===== src/design/amwd_pkg.sv =====
// ----------------------------------------------------------------------------
// amwd_pkg
// Shared widths, register indexes, reset values and scaling constants for the
// accelerometer motion window detector.
// ----------------------------------------------------------------------------
package amwd_pkg;

    localparam int AXIS_W     = 16;
    localparam int ORIENT_W   = 7;
    localparam int DIFF_THR_W = 7;
    localparam int CNT_THR_W  = 6;
    localparam int CFG_IDX_W  = 1;
    localparam int CFG_DATA_W = 7;

    localparam logic [CFG_IDX_W-1:0] REG_DIFF_THR = 1'd0;
    localparam logic [CFG_IDX_W-1:0] REG_CNT_THR  = 1'd1;

    localparam logic [DIFF_THR_W-1:0] DIFF_THR_RST = 7'd3;
    localparam logic [CNT_THR_W-1:0]  CNT_THR_RST  = 6'd10;

    localparam int WINDOW_STEPS_DEF   = 50;
    localparam int WARMUP_SAMPLES_DEF = 199;

    // q = (|v| * RECIP_MULT) >> RECIP_SHIFT is exact for |v| <= 32768
    localparam int              RECIP_W     = 17;
    localparam logic [RECIP_W-1:0] RECIP_MULT = 17'd67109;
    localparam int              RECIP_SHIFT = 26;
    localparam int              QUOT_W      = 6;

endpackage


===== src/design/amwd_scale.sv =====
// ----------------------------------------------------------------------------
// amwd_scale
// Signed 16-bit word divided by 1000, truncating toward zero, by reciprocal
// multiplication on the magnitude.
// ----------------------------------------------------------------------------
module amwd_scale
(
    input  logic signed [amwd_pkg::AXIS_W-1:0]   raw,
    output logic signed [amwd_pkg::ORIENT_W-1:0] scaled
);

    localparam int PROD_W = amwd_pkg::AXIS_W + amwd_pkg::RECIP_W;

    logic [amwd_pkg::AXIS_W:0]     ext;
    logic [amwd_pkg::AXIS_W:0]     mag;
    logic [PROD_W-1:0]             prod;
    logic [amwd_pkg::QUOT_W-1:0]   quot;
    logic [amwd_pkg::ORIENT_W-1:0] quot_ext;

    always_comb
    begin
        ext      = {raw[amwd_pkg::AXIS_W-1], raw};
        mag      = raw[amwd_pkg::AXIS_W-1] ? (~ext + 1'b1) : ext;
        prod     = PROD_W'(mag[amwd_pkg::AXIS_W-1:0]) * PROD_W'(amwd_pkg::RECIP_MULT);
        quot     = prod[amwd_pkg::RECIP_SHIFT +: amwd_pkg::QUOT_W];
        quot_ext = {1'b0, quot};
        scaled   = raw[amwd_pkg::AXIS_W-1] ? (~quot_ext + 1'b1) : quot_ext;
    end

endmodule


===== src/design/accel_motion_window_detector.sv =====
// ----------------------------------------------------------------------------
// accel_motion_window_detector
// Scales three-axis samples by 1/1000 and flags motion from the count of
// large X steps over a sliding window.
// ----------------------------------------------------------------------------
// One item is taken every clock cycle while in_ready is high; each item
// passes through the input register and then the result register, and the
// mark shift line, running count and warm-up counter are all updated in that
// one pass. A stalled result holds the input register, so the input is refused
// only while both registers are full and out_ready is low. The first
// WARMUP_SAMPLES items update the window but give no result; every later item
// gives exactly one. Threshold writes apply to items that reach the mark stage
// after the write.
module accel_motion_window_detector
#(
    parameter int WINDOW_STEPS   = amwd_pkg::WINDOW_STEPS_DEF,
    parameter int WARMUP_SAMPLES = amwd_pkg::WARMUP_SAMPLES_DEF
)
(
    input  logic                                  clk,
    input  logic                                  rst_n,
    input  logic                                  cfg_we,
    input  logic [amwd_pkg::CFG_IDX_W-1:0]        cfg_index,
    input  logic [amwd_pkg::CFG_DATA_W-1:0]       cfg_data,
    input  logic                                  in_valid,
    output logic                                  in_ready,
    input  logic signed [amwd_pkg::AXIS_W-1:0]    raw_x,
    input  logic signed [amwd_pkg::AXIS_W-1:0]    raw_y,
    input  logic signed [amwd_pkg::AXIS_W-1:0]    raw_z,
    output logic                                  out_valid,
    input  logic                                  out_ready,
    output logic                                  motion,
    output logic signed [amwd_pkg::ORIENT_W-1:0]  orient_x,
    output logic signed [amwd_pkg::ORIENT_W-1:0]  orient_y,
    output logic signed [amwd_pkg::ORIENT_W-1:0]  orient_z
);

    localparam int CNT_W  = $clog2(WINDOW_STEPS + 1);
    localparam int WARM_W = $clog2(WARMUP_SAMPLES + 1);
    localparam int CMP_W  = (CNT_W > amwd_pkg::CNT_THR_W) ? CNT_W : amwd_pkg::CNT_THR_W;
    localparam int DIFF_W = amwd_pkg::ORIENT_W + 1;

    logic [amwd_pkg::DIFF_THR_W-1:0]        diff_thr_reg;
    logic [amwd_pkg::CNT_THR_W-1:0]         cnt_thr_reg;
    logic                                   s1_valid_reg;
    logic signed [amwd_pkg::AXIS_W-1:0]     raw_x_reg;
    logic signed [amwd_pkg::AXIS_W-1:0]     raw_y_reg;
    logic signed [amwd_pkg::AXIS_W-1:0]     raw_z_reg;
    logic signed [amwd_pkg::ORIENT_W-1:0]   prev_x_reg;
    logic [WINDOW_STEPS-1:0]                marks_reg;
    logic [CNT_W-1:0]                       count_reg;
    logic [WARM_W-1:0]                      warm_reg;
    logic                                   out_valid_reg;
    logic                                   motion_reg;
    logic signed [amwd_pkg::ORIENT_W-1:0]   orient_x_reg;
    logic signed [amwd_pkg::ORIENT_W-1:0]   orient_y_reg;
    logic signed [amwd_pkg::ORIENT_W-1:0]   orient_z_reg;

    logic signed [amwd_pkg::ORIENT_W-1:0]   sx;
    logic signed [amwd_pkg::ORIENT_W-1:0]   sy;
    logic signed [amwd_pkg::ORIENT_W-1:0]   sz;
    logic [DIFF_W-1:0]                      diff;
    logic [DIFF_W-1:0]                      diff_mag;
    logic                                   mark;
    logic [WINDOW_STEPS-1:0]                marks_next;
    logic [CNT_W-1:0]                       count_next;
    logic                                   warm_done;
    logic [WARM_W-1:0]                      warm_next;
    logic                                   motion_next;
    logic                                   advance;
    logic                                   in_take;

    amwd_scale u_scale_x (.raw(raw_x_reg), .scaled(sx));
    amwd_scale u_scale_y (.raw(raw_y_reg), .scaled(sy));
    amwd_scale u_scale_z (.raw(raw_z_reg), .scaled(sz));

    always_comb
    begin
        advance  = s1_valid_reg && (!out_valid_reg || out_ready);
        in_ready = !s1_valid_reg || advance;
        in_take  = in_valid && in_ready;

        diff     = {sx[amwd_pkg::ORIENT_W-1], sx} - {prev_x_reg[amwd_pkg::ORIENT_W-1], prev_x_reg};
        diff_mag = diff[DIFF_W-1] ? (~diff + 1'b1) : diff;
        mark     = diff_mag >= DIFF_W'(diff_thr_reg);

        // oldest mark drops off the far end of the shift line
        marks_next  = {marks_reg[WINDOW_STEPS-2:0], mark};
        count_next  = count_reg - CNT_W'(marks_reg[WINDOW_STEPS-1]) + CNT_W'(mark);
        motion_next = CMP_W'(count_next) >= CMP_W'(cnt_thr_reg);

        warm_done = (warm_reg == WARM_W'(WARMUP_SAMPLES));
        warm_next = warm_done ? warm_reg : (warm_reg + 1'b1);
    end

    always_ff @(posedge clk or negedge rst_n)
    begin
        if (!rst_n)
        begin
            diff_thr_reg  <= amwd_pkg::DIFF_THR_RST;
            cnt_thr_reg   <= amwd_pkg::CNT_THR_RST;
            s1_valid_reg  <= 1'b0;
            prev_x_reg    <= '0;
            marks_reg     <= '0;
            count_reg     <= '0;
            warm_reg      <= '0;
            out_valid_reg <= 1'b0;
        end
        else
        begin
            if (cfg_we)
            begin
                unique case (cfg_index)
                    amwd_pkg::REG_DIFF_THR: diff_thr_reg <= cfg_data;
                    amwd_pkg::REG_CNT_THR:  cnt_thr_reg  <= cfg_data[amwd_pkg::CNT_THR_W-1:0];
                    default: ;
                endcase
            end

            if (in_take)
                s1_valid_reg <= 1'b1;
            else if (advance)
                s1_valid_reg <= 1'b0;

            if (advance)
            begin
                prev_x_reg    <= sx;
                marks_reg     <= marks_next;
                count_reg     <= count_next;
                warm_reg      <= warm_next;
                out_valid_reg <= warm_done;
            end
            else if (out_ready)
                out_valid_reg <= 1'b0;
        end
    end

    always_ff @(posedge clk)
    begin
        if (in_take)
        begin
            raw_x_reg <= raw_x;
            raw_y_reg <= raw_y;
            raw_z_reg <= raw_z;
        end
        if (advance && warm_done)
        begin
            motion_reg   <= motion_next;
            orient_x_reg <= sx;
            orient_y_reg <= sy;
            orient_z_reg <= sz;
        end
    end

    assign out_valid = out_valid_reg;
    assign motion    = motion_reg;
    assign orient_x  = orient_x_reg;
    assign orient_y  = orient_y_reg;
    assign orient_z  = orient_z_reg;

endmodule


===== config.mk =====
export PLATFORM = sky130hd
export DESIGN_NAME = accel_motion_window_detector
export DESIGN_NICKNAME = d
export VERILOG_FILES = /design/src/design/amwd_pkg.sv /design/src/design/amwd_scale.sv /design/src/design/accel_motion_window_detector.sv
export SDC_FILE = /design/constraint.sdc
export NUM_CORES = 1
export LEC_CHECK = 0
export BUFFER_PORTS_ARGS = -buffer_cell sky130_fd_sc_hd__buf_2
export CELL_PAD_IN_SITES_DETAIL_PLACEMENT = 1
export CELL_PAD_IN_SITES_GLOBAL_PLACEMENT = 2
export CORE_UTILIZATION = 42
export DETAILED_ROUTE_END_ITERATION = 10
export PLACE_DENSITY_LB_ADDON = 0.1
export SETUP_SLACK_MARGIN = 0.2
export SLEW_MARGIN = 10
export SYNTH_ARGS = -nofsm -noshare
export SYNTH_HDL_FRONTEND = slang
export SYNTH_SLANG_ARGS = --single-unit

===== constraint.sdc =====
create_clock -name clk -period 12.9 [get_ports clk]
set_clock_uncertainty 0.2 [all_clocks]
set_input_delay 1.29 -clock clk [delete_from_list [all_inputs] [get_ports clk]]
set_output_delay 1.29 -clock clk [all_outputs]
set_load 0.01 [all_outputs]

==> flow_summary.toml <==
[outcome]
status = "finished clean"

[floorplan]
boundaryPins = 85
die_y_um = 205
die_area_um2 = 42200
core_area_um2 = 40800
start_util = 0.425
rows = 74
die_w_um = 205

[finish]
nNetsFinal = 2442
num_antenna_cells = 0
synthToLayoutAreaGrowth_pct = 10.8
largest_reg_flops = 50
layout_common_cells = "422 x ha_1, 295 x inv_1, 219 x nand2_1"
utilization = 0.472
drive_gt1_frac = 0.106
layout_commonest_cell = "ha_1"

[critical_path]
crit_path_top_delay_cell = "fa_1"
start_kind = "flop"
cp.required_ns = 12.91
critical_path_arrival_ns = 11.79
critical_path_class = "reg2reg"
r2r_start = "raw_x_reg[2]"
crit_path_frequent_cell = "ha_1"
reg2reg_slack_ns = 1.12
critPathCaptureType = "flop"
r2r_end = "motion"
reg2reg_depth = 50
worst-path-max-fanout = 6
cpPeakStageDelay_ns = 0.58

[sta]
slew_viol_final = 0
max_freq_ghz = 0.0849
post-route-period-util = 0.913
min_period_ns = 11.78
timing.hold.ws_ns = 0.265
setup_tns_ns = 0
max-slew-margin-rel = 0.258
worst_pin_slew_ns = 1.10
rsz0062_at_grt = "no"
hold_viol_final = 0
finalSetupViolCount = 0

[synthesis]
postSynthAreaPerCell_um2 = 10.0
synth_flop_cell = "dfrtp_1"
synth_cells = 1737
async_reset_ff_frac = 0.551
syn-num-nets = 2339
synth_area_leaders = "ha_1 30%, fa_1 14%, edfxtp_1 12%"
synth_top_area_cell = "ha_1"
synth-edff-count = 70
synth_seq_cells = 156
syn-cell-area_um2 = 17400
synth_top_area_frac = 0.304
ys_warn_count = 0
ys_seq_area_frac = 0.245
yosysUniqueCellTypes = 75

[job]
max-cap-violations = 0

[pwr]
totalPowerFinal_mw = 5.06
cellLeakagePower_nw = 10.1
power_density_nw_per_um2 = 263
ir_drop_mv = 0.135

[detailed_routing]
drc_errors = 0
wirelength_um = 40600
wl_per_cell_um = 17.0
dr.pass1.iters = 6
vias = 12249
ant_nets = 0
drt_iter0_drc = 432
vias_per_cell = 5.14

[cts]
root_buffer = "clkbuf_16"
cts_buffers = 17
cts_tree = "yes"
ctsHoldBuffers = 0
path_clk_slew_ns = 0.07
cts_sinks = 156
clockBufferDepth = 2
clock_latency_ns = 0.47
h-tree-depth = 4

[worst_hold_path]
holdPathEnd = "marks_reg[1]"
min_from = "marks_reg[0]"
hold-path-cell-count = 2
hold_class = "reg2reg"

[placement]
routabilityCongestion = 0.802
dp_hpwl_um = 33000
io_buffers = 84

[global_routing]
grt_pass1_vias = 13378
grt_pass1_wl_um = 68200
grt_max_degree = 70
grtUsageTotal = 0.207
antenna_found_initial = 0
grt_overflow = 0
==> kinds of logic (layout without fill, tap and decap cells) <==
| group | after synthesis | after routing | share of synthesized area |
|---|---|---|---|
| adder cells (fa/ha/maj) | 541 | 541 | 0.441 |
| buffers and inverters | 321 | 437 | 0.0696 |
| multiplexers | 15 | 15 | 0.00951 |
| AO/OA/AOI/OAI | 215 | 215 | 0.0818 |
| AND/OR/NAND/NOR | 400 | 400 | 0.106 |
| flip-flops | 156 | 156 | 0.245 |
| XOR/XNOR | 89 | 89 | 0.0473 |
==> Yosys cell counts (all sizes together), types with 9 or more instances <==
cell and n:
ha 422, inv 296, nand2 220, fa 119
dfrtp 82, xnor2 71, edfxtp 70, o21ai 54
a21oi 48, nor2 46, nand3 30, a21o 23
a31oi 19, clkbuf 18, nand2b 18, xor2 16
nor3 15, mux2 12, o31ai 11, or3 11
nor2b 10, nand4 9, o211ai 9
==> stage by stage <==
stage / instances / setup WS [ns] / area (µm²)
finish: 2385 / 1.12 / 19300
global route: 2385 / 0.210 / 19300
CTS: 2381 / 0.390 / 19100
detailed placement: 2349 / 0.410 / 18500
global placement: 2349 / 0.774 / 18500
floorplan: 1737 / 1.73 / 17400
==> critical path: cells and delay by family (launching register included) <==
family,cells,cell delay [ns]
adders and majority gates,14,4.90
and+or+nand+nor,13,2.32
buffers and inverters,6,0.57
AOI/OAI and AO/OA,15,2.75
xor gates and xnor gates,2,0.32
DFF,1,0.45
==> repair_timing <==
action / CTS / global route
setup endpoints to repair: 0 / 3
setup buffers: 0 / 4
gates resized for setup: 0 / 17
==> power breakdown <==
part / leakage (nW) / internal (mW) / switching, mW
logic: 8.02 / 1.70 / 2.17
registers: 1.78 / 0.613 / 0.0559
clock network: 0.295 / 0.269 / 0.251
==> how the worst max path moves through the flow <==
stage | from | to | cells after the start
3_5_place_dp | raw_x_reg[0] | motion | 50
6_report | raw_x_reg[2] | motion | 50
5_1_grt | raw_x_reg[2] | motion | 51
2_1_floorplan | raw_x_reg[0] | motion | 50
3_3_place_gp | raw_x_reg[0] | motion | 50
4_1_cts | raw_x_reg[0] | motion | 50
==> area by class of cell <==
cell class,instances,area [µm²]
Multi-Input combinational cell,1260,12000
Timing Repair Buffer,109,611
Clock buffer,18,450
Inverter,296,1110
Fill cell,4579,21600
Sequential cell,156,4260
Clock inverter,14,138
Tap cell,532,666
==> metal layers <==
metal	GRT usage	vias to the layer above	wire [µm]
met5	0	-	0
met4	0.0423	0	421
met3	0.0372	34	1160
met2	0.342	108	19400
met1	0.282	6037	19700
li1	-	6070	-
No activity file was read; power rests on OpenSTA's default activity.
